File: src/rtl/core/fctc_pkg.sv
package fctc_pkg;

	localparam logic [31:0] CRC_POLY     = 32'h04C11DB7;
	localparam logic [2:0]  WINDOW_BYTES = 3'd4;

	typedef struct packed {
		logic [7:0] data_byte;
		logic       last_byte;
	} item_t;

	typedef struct packed {
		logic        crc_ok;
		logic        frame_too_short;
		logic [31:0] computed_crc;
		logic [31:0] received_crc;
	} result_t;

	typedef struct packed {
		logic valid;
		logic advance;
	} stage_ctrl_t;

	function automatic logic [31:0] crc32_add_byte(input logic [31:0] crc, input logic [7:0] b);
		logic [31:0] c;
		c = crc ^ {b, 24'h000000};
		for (int k = 0; k < 8; k++) begin
			if (c[31]) begin
				c = {c[30:0], 1'b0} ^ CRC_POLY;
			end else begin
				c = {c[30:0], 1'b0};
			end
		end
		return c;
	endfunction

	function automatic logic [31:0] swap_bytes(input logic [31:0] v);
		return {v[7:0], v[15:8], v[23:16], v[31:24]};
	endfunction

endpackage

File: src/rtl/core/frame_crc32_trailer_check_unit.sv
// Frame CRC-32 trailer checker.
// item channel: one frame byte per transaction (item_valid / item_stall),
//   last_byte marks the fourth trailer byte. Frame bytes before the trailer
//   feed a CRC-32, poly 0x04C11DB7, init 0, no final xor, MSB first.
// result channel: one transaction per frame (result_valid / result_stall),
//   carrying crc_ok, frame_too_short, computed_crc and received_crc.
// cfg_we / cfg_data write trailer_big_endian (reset 1); write only when idle.
// Path: a last byte goes from the input register into the result register, which drives result_valid.
// Throughput: one byte per cycle while item_stall is low; the CRC byte update is
//   a single xor tree between the CRC/window state and the state/result registers.
// Stall: bytes that are not last keep flowing while a result waits; a last
//   byte holds in the input register until the result register frees, and
//   item_stall is high only while it holds.
// Reset: all control state and the CRC/window clear; frames under four
//   bytes report frame_too_short with zeroed CRC fields.
module frame_crc32_trailer_check_unit (
	input  logic              clk,
	input  logic              arst_n,
	input  logic              item_valid,
	output logic              item_stall,
	input  fctc_pkg::item_t   item,
	output logic              result_valid,
	input  logic              result_stall,
	output fctc_pkg::result_t result,
	input  logic              cfg_we,
	input  logic              cfg_data
);
	import fctc_pkg::*;

	item_t       item_s1;
	stage_ctrl_t ctrl;
	result_t     res;
	result_t     result_q;
	logic        result_valid_q;
	logic        big_endian_q;
	logic        out_blocked;
	logic        load;

	assign out_blocked = result_valid_q && result_stall;
	assign load        = ctrl.valid && ctrl.advance && item_s1.last_byte;

	fctc_in_stage u_in (
		.clk        (clk),
		.arst_n     (arst_n),
		.item_valid (item_valid),
		.item_stall (item_stall),
		.item       (item),
		.out_blocked(out_blocked),
		.item_s1    (item_s1),
		.ctrl       (ctrl)
	);

	fctc_frame_track u_track (
		.clk       (clk),
		.arst_n    (arst_n),
		.ctrl      (ctrl),
		.item_s1   (item_s1),
		.big_endian(big_endian_q),
		.res       (res)
	);

	always_ff @(posedge clk or negedge arst_n) begin
		if (!arst_n) begin
			big_endian_q <= 1'b1;
		end else if (cfg_we) begin
			big_endian_q <= cfg_data;
		end
	end

	always_ff @(posedge clk or negedge arst_n) begin
		if (!arst_n) begin
			result_valid_q <= 1'b0;
		end else if (load) begin
			result_valid_q <= 1'b1;
		end else if (!result_stall) begin
			result_valid_q <= 1'b0;
		end
	end

	always_ff @(posedge clk) begin
		if (load) begin
			result_q <= res;
		end
	end

	assign result_valid = result_valid_q;
	assign result       = result_q;
endmodule

File: src/rtl/core/fctc_in_stage.sv
module fctc_in_stage (
	input  logic                 clk,
	input  logic                 arst_n,
	input  logic                 item_valid,
	output logic                 item_stall,
	input  fctc_pkg::item_t      item,
	input  logic                 out_blocked,
	output fctc_pkg::item_t      item_s1,
	output fctc_pkg::stage_ctrl_t ctrl
);
	import fctc_pkg::*;

	logic valid_s1;
	logic advance;
	logic accept;

	// A non-last byte never needs the result register, so it moves on regardless.
	assign advance    = valid_s1 && !(item_s1.last_byte && out_blocked);
	assign item_stall = valid_s1 && !advance;
	assign accept     = item_valid && !item_stall;

	always_ff @(posedge clk or negedge arst_n) begin
		if (!arst_n) begin
			valid_s1 <= 1'b0;
		end else if (accept) begin
			valid_s1 <= 1'b1;
		end else if (advance) begin
			valid_s1 <= 1'b0;
		end
	end

	always_ff @(posedge clk) begin
		if (accept) begin
			item_s1 <= item;
		end
	end

	assign ctrl.valid   = valid_s1;
	assign ctrl.advance = advance;
endmodule

File: src/rtl/core/fctc_frame_track.sv
module fctc_frame_track (
	input  logic                  clk,
	input  logic                  arst_n,
	input  fctc_pkg::stage_ctrl_t ctrl,
	input  fctc_pkg::item_t       item_s1,
	input  logic                  big_endian,
	output fctc_pkg::result_t     res
);
	import fctc_pkg::*;

	logic [31:0] crc_acc_q;
	logic [31:0] window_q;
	logic [2:0]  fill_q;

	logic        full;
	logic [2:0]  fill_next;
	logic [31:0] crc_next;
	logic [31:0] window_next;
	logic [31:0] received;
	logic        too_short;

	always_comb begin
		full        = (fill_q == WINDOW_BYTES);
		fill_next   = full ? fill_q : fill_q + 3'd1;
		crc_next    = full ? crc32_add_byte(crc_acc_q, window_q[31:24]) : crc_acc_q;
		window_next = {window_q[23:0], item_s1.data_byte};
		too_short   = (fill_next != WINDOW_BYTES);
		received    = big_endian ? window_next : swap_bytes(window_next);
		if (too_short) begin
			res.crc_ok          = 1'b0;
			res.frame_too_short = 1'b1;
			res.computed_crc    = 32'h0;
			res.received_crc    = 32'h0;
		end else begin
			res.crc_ok          = (received == crc_next);
			res.frame_too_short = 1'b0;
			res.computed_crc    = crc_next;
			res.received_crc    = received;
		end
	end

	always_ff @(posedge clk or negedge arst_n) begin
		if (!arst_n) begin
			crc_acc_q <= 32'h0;
			window_q  <= 32'h0;
			fill_q    <= 3'd0;
		end else if (ctrl.valid && ctrl.advance) begin
			if (item_s1.last_byte) begin
				crc_acc_q <= 32'h0;
				window_q  <= 32'h0;
				fill_q    <= 3'd0;
			end else begin
				crc_acc_q <= crc_next;
				window_q  <= window_next;
				fill_q    <= fill_next;
			end
		end
	end
endmodule

File: config.mk
export PLATFORM = sky130hd
export DESIGN_NAME = frame_crc32_trailer_check_unit
export DESIGN_NICKNAME = d
export VERILOG_FILES = /design/src/rtl/core/fctc_pkg.sv /design/src/rtl/core/frame_crc32_trailer_check_unit.sv /design/src/rtl/core/fctc_in_stage.sv /design/src/rtl/core/fctc_frame_track.sv
export SDC_FILE = /design/constraint.sdc
export NUM_CORES = 1
export LEC_CHECK = 0
export ABC_AREA = 1
export BUFFER_PORTS_ARGS = -buffer_cell sky130_fd_sc_hd__clkbuf_2
export CELL_PAD_IN_SITES_DETAIL_PLACEMENT = 1
export CELL_PAD_IN_SITES_GLOBAL_PLACEMENT = 2
export CORE_MARGIN = 10
export CORE_UTILIZATION = 35
export CTS_CLUSTER_SIZE = 8
export DETAILED_ROUTE_END_ITERATION = 8
export PLACE_DENSITY_LB_ADDON = 0.3
export SYNTH_ARGS = -nofsm -noshare
export SYNTH_HDL_FRONTEND = slang
export SYNTH_SLANG_ARGS = --single-unit
File: constraint.sdc
create_clock -name clk -period 3.1 [get_ports clk]
set_input_delay 0.155 -clock clk [delete_from_list [all_inputs] [get_ports clk]]
set_output_delay 0.155 -clock clk [all_outputs]
set_load 0.1 [all_outputs]
=== Yosys cells after proc, flatten, opt, wreduce, memory -nomap -nowiden ===
Cells that the tools add are included.

* Equal/unequal tests: 4
* Reductions and logical operators: 11
* $add $sub $neg: 1
* Bitwise operators: 9
* Muxes and demuxes: 19

{| class="wikitable"
|+ Operator list
! kind !! number
|-
| $mux 27 || 8
|-
| $mux 32 || 4
|-
| $not 14->14 || 8
|-
| $mux 65 || 1
|-
| $eq 32x32->1 || 1
|-
| $xor 32x32->32 || 1
|-
| $logic_and 1x1->1 || 7
|-
| $mux 3 || 2
|-
| $mux 1 || 4
|-
| $add 3x1->3 const B || 1
|-
| $eq 3x3->1 const B || 1
|-
| $logic_not 1->1 || 3
|-
| $ne 3x3->1 const B || 1
|-
| $ne 2x1->1 const B || 1
|-
| $reduce_bool 2->1 || 1
|}

* Register bits after elaboration: 145
* Output and inout bits: 68
* Logic and storage cells: 56
* Input port bits: 15

=== Longest topological paths before layout ===
* Depth in word-level cells: 19
* Gate-level depth with buffers: 19
* Depth with buffers taken out: 19

=== Cells and area by module ===
Synthesis repeated with hierarchy kept, for this count alone.

* Cells, all modules: 1043
* Area total of the unflattened synthesis: 7945.1 µm²

{| class="wikitable"
|+ By module, submodules not included
! module !! times used !! cells an instance !! seq. area each (µm²) !! area each (µm²)
|-
| fctc_frame_track || 1 || 946 || 1676.6 || 5529.1
|-
| frame_crc32_trailer_check_unit || 1 || 77 || 2033.2 || 2068.2
|-
| fctc_in_stage || 1 || 20 || 295.3 || 347.8
|}

=== Worst setup path after synthesis ===
OpenSTA, ideal clock, no wires.

* Kind: register to register
* Start point: reg result_valid_q, in the netlist result_valid
* End point: reg u_in.item_s1[0] (netlist name)
* Buffers on the path: 0
* Setup time: 0.452 ns
* Cell stages (with the launch flop): 4
* Slack: -1.125 ns
* Period minus slack after synthesis: 4.225 ns
* Required time: 2.648 ns
* Arrival time: 3.773 ns
* Cell sequence: dfrtp_1 > nand2_1 > nor3_1 > nor2_1

* Word-level cells in the longest chain between the ends: 8

{| class="wikitable"
|+ RTL lines
! item !! RTL line !! text
|-
| start, declared || frame_crc32_trailer_check_unit.sv:34 || <nowiki>logic result_valid_q;</nowiki>
|-
| start signal, assigned || frame_crc32_trailer_check_unit.sv:72 || <nowiki>result_valid_q <= 1'b0;</nowiki>
|-
| start signal, assigned || frame_crc32_trailer_check_unit.sv:74 || <nowiki>result_valid_q <= 1'b1;</nowiki>
|-
| start signal, assigned || frame_crc32_trailer_check_unit.sv:76 || <nowiki>result_valid_q <= 1'b0;</nowiki>
|-
| $logic_and 1x1->1 || frame_crc32_trailer_check_unit.sv:39 || <nowiki>assign out_blocked = result_valid_q && result_stall;</nowiki>
|-
| $logic_and 1x1->1 || fctc_in_stage.sv:18 || <nowiki>assign advance = valid_s1 && !(item_s1.last_byte && out_blocked);</nowiki>
|-
| $logic_not 1->1 || fctc_in_stage.sv:18 ||
|-
| $logic_and 1x1->1 || fctc_in_stage.sv:18 ||
|-
| $logic_not 1->1 || fctc_in_stage.sv:19 || <nowiki>assign item_stall = valid_s1 && !advance;</nowiki>
|-
| $logic_and 1x1->1 || fctc_in_stage.sv:19 ||
|-
| net item_stall || frame_crc32_trailer_check_unit.sv:20 || <nowiki>output logic item_stall,</nowiki>
|-
| $logic_not 1->1 || fctc_in_stage.sv:20 || <nowiki>assign accept = item_valid && !item_stall;</nowiki>
|-
| $logic_and 1x1->1 || fctc_in_stage.sv:20 ||
|-
| net u_in.accept || fctc_in_stage.sv:15 || <nowiki>logic accept;</nowiki>
|}

The timed path passes the listed nets, and every way through them passes these cells.
A chain may end at the register's enable or synchronous reset.

=== Final worst setup path ===
* Start point: reg u_track.fill_q[0]
* End point: reg result_q, in the netlist result[65] (data pin)

* Word-level cells in the longest chain between the ends: 3
* Elaborated cells on any way between the ends: 6
* Those cells by class: add/sub (1); eq/ne (3); mux (2)

{| class="wikitable"
|+ RTL lines
! item !! RTL line !! text
|-
| start, declared || fctc_frame_track.sv:13 || <nowiki>logic [2:0] fill_q;</nowiki>
|-
| start signal, assigned || fctc_frame_track.sv:55 || <nowiki>fill_q <= fill_next;</nowiki>
|-
| $add 3x1->3 / $eq 3x3->1 (equally long branches) || fctc_frame_track.sv:24, fctc_frame_track.sv:23 ||
|-
| $mux 3 / $mux 32 (equally long branches) || fctc_frame_track.sv:24, fctc_frame_track.sv:25 ||
|-
| $ne 3x3->1 / $eq 32x32->1 (equally long branches) || fctc_frame_track.sv:27, fctc_frame_track.sv:35 ||
|-
| end signal, assigned || frame_crc32_trailer_check_unit.sv:82 || <nowiki>result_q <= res;</nowiki>
|-
| end, declared || frame_crc32_trailer_check_unit.sv:33 || <nowiki>result_t result_q;</nowiki>
|}

Several ways; a longest one is shown, not always the timed one.

==> flow_summary.toml <==
[global_route]
grt_pass1_vias = 7525
grt_max_degree = 66
grt.total_usage_pct = 20.0
antenna_found_initial = 0
overflow = 0
grt_pass1_wl_mm = 43.9

[logic_synthesis]
synthCells = 1027
synth_area_um2 = 7950
synth-seq-cells = 145
ys_seq_area_share_pct = 50.4
avgSynthCellArea_um2 = 7.74
synth_ff_type = "edfxtp_1"
async_flop_share_pct = 48.3
yosysUniqueCellTypes = 30
synthTopCellsByArea = "edfxtp_1, dfrtp_1, nand2_1"
ys_warn_count = 0
synth_top_area_cell = "edfxtp_1"
synth_top_area_share_pct = 28.3
synth_edf_count = 75
syn_nets = 1044

[sta]
final.setup.tns_ps = 0
hold_viol_final = 0
setup_viol = 0
fmax_mhz = 370
rsz0062_at_grt = "no"
finalWorstSetupSlack_ps = 396
slew_viol_final = 0
whs_ps = 222
fin_crit_sh_pct = 87.2
tightest_slew_ps = 1030
skew_ps = 14.9
slew_headroom_pct = 30.5
finalCriticalPeriod_ps = 2700

[finish]
final_core_util_pct = 42.0
drive_gt1_share_pct = 17.7
areaGrowthSynthToFinish_pct = 18.9
seq_area_um2 = 4010
fillCellCount = 2754
multiInputGateArea_um2 = 3310
fin_nets = 1141
antennaDiodeCount = 0

[power_and_ir_drop]
powerDensity_nw_per_um2 = 924
peakVddDrop_mv = 0.360
leakage_uw = 0.00438

[clocking]
clk_pin_slew_worst_paths_ps = 60
cts_buffers = 17
clock-root-buffer = "clkbuf_16"
clk_latency_ps = 440
clock-sinks = 145
cts_tree = "done"
htreeDepth = 4
ctsResizeCount = 0
post_cts_buffers = 0
clockBufferDepth = 2

[drt]
drtIter0Drc = 380
routed-via-count = 7204
wirelength_mm = 28.5
routedWlPerCell_um = 20.0
vias_per_cell = 5.07
drc = 0
firstDrtPassIters = 4
ant_nets = 0

[run]
drv_cap = 0

[setup_path]
cp.arrival_ps = 2990
crit_required_ps = 3390
crit_type = "reg -> reg"
start_kind = "register"
cp_max_fo = 36
end_kind = "register"

[floorplanning]
initial_utilization_pct = 35.3
die_h_um = 171
die_area_um2 = 29100
design.core.area_um2 = 22500
die_width_um = 171
pin_count = 83
rows = 55

[placed_design]
portBuffers = 82
detailed_place_hpwl_mm = 21.6
place_ws_ps = 439
place_congestion = 0.924

[hold_path]
worstHoldPathType = "in -> async"

[run_status]
status = "finished, final reports clean"
final timing paths:
check,startpoint,to,slack (ps),cells after the start
worst max-delay path,u_track.fill_q[0],result[65],400,15
worst max register to register,u_track.fill_q[0],result[65],400,15
min in group clk,item[8],u_in.item_s1[8],430,2
worst min-delay path,arst_n,u_track.window_q[25],220,2
max in group asynchronous,arst_n,big_endian_q,2120,3
worst min register to register,u_in.item_s1[0],result_valid,550,2
repair_timing:
action                                  in CTS  in global routing
endpoints found under the setup margin       0                  0
endpoints found under the hold margin       41                  0
hold buffers                                14                  0
synthesized netlist by cell type (10+ instances only):
cell / number
nand3_1: 89
nor2_1: 85
dfrtp_1: 69
nand2_2: 35
o22ai_1: 65
inv_2: 14
nand2_4: 10
o21ai_0: 35
inv_1: 109
nand2_1: 378
edfxtp_1: 75
clkbuf_1: 19
cells by family (layout without fill, tap and decap cells):
kind of cell    Yosys count  in the layout  share of synthesized area [%]
simple gates            609            609                           32.9
buf+inv                 161            271                           8.06
flops                   145            145                           50.4
compound gates          102            102                           7.45
xor+xnor                  7              7                          0.772
fa+ha+maj                 2              2                          0.315
mux                       1              1                          0.142
cell type report:
cell class / count / area share [%]
flip-flops and latches: 145 / 42.4
multi-input cells: 721 / 35.1
repair buffers: 114 / 7.55
clock buffers: 23 / 5.07
inverters: 125 / 5.05
well taps: 285 / 3.78
clock inverters: 9 / 1.06
critical path, cell delays in order, from the launching register on:
cell and delay (ps):
dfrtp_1 370, inv_1 80, ha_1 210, nand2_2 80, buf_4 420, xor2_1 270, nand3_2 200, a21oi_1 170
nand2_1 80, nor2_1 140, nand2_1 70, nor2_1 120, nand2_1 70, nor2_1 100, nand3_1 80, nor2_1 110
layout by cell type (no fill, tap or decap), types with 6 or more instances in the layout:
cell type / count
nand2_1: 377
inv_1: 108
nand3_1: 88
nor2_1: 85
clkbuf_2: 81
edfxtp_1: 75
dfrtp_1: 68
o22ai_1: 65
nand2_2: 36
o21ai_0: 35
clkbuf_16: 18
buf_4: 17
inv_2: 14
dlygate4sd3_1: 14
nand2_4: 10
nand3_2: 6
flip-flops by register name, indices dropped and copies added (netlist names):
name	flops
result_valid	1
u_in.valid_s1	1
u_track.window_q	32
u_in.item_s1	9
big_endian_q	1
u_track.fill_q	3
u_track.crc_acc_q	32
result	66
where the power goes:
part           switching, uW  internal, uW  total, uW
logic                   3120          1090       4210
clock network            878          1190       2060
registers                156          2300       2460
through the flow:
step | instances | cell area [um2] | total power (uW)
5_1_grt | 1422 | 9450 | 9330
3_5_place_dp | 1376 | 8730 | 6660
6_report | 1422 | 9450 | 8730
4_1_cts | 1422 | 9450 | 8760
3_3_place_gp | 1376 | 8730 | 6610
2_1_floorplan | 1027 | 7960 | 5470
layer usage:
metal / vias to the layer above / GRT usage [%] / part of all wire, %
li1: 3494 / - / -
met1: 3542 / 25.0 / 44
met2: 125 / 33.9 / 49
met3: 43 / 3.36 / 3.6
met4: 0 / 7.67 / 2.8
met5: - / 0 / 0
(Power assumes the default switching activity.)
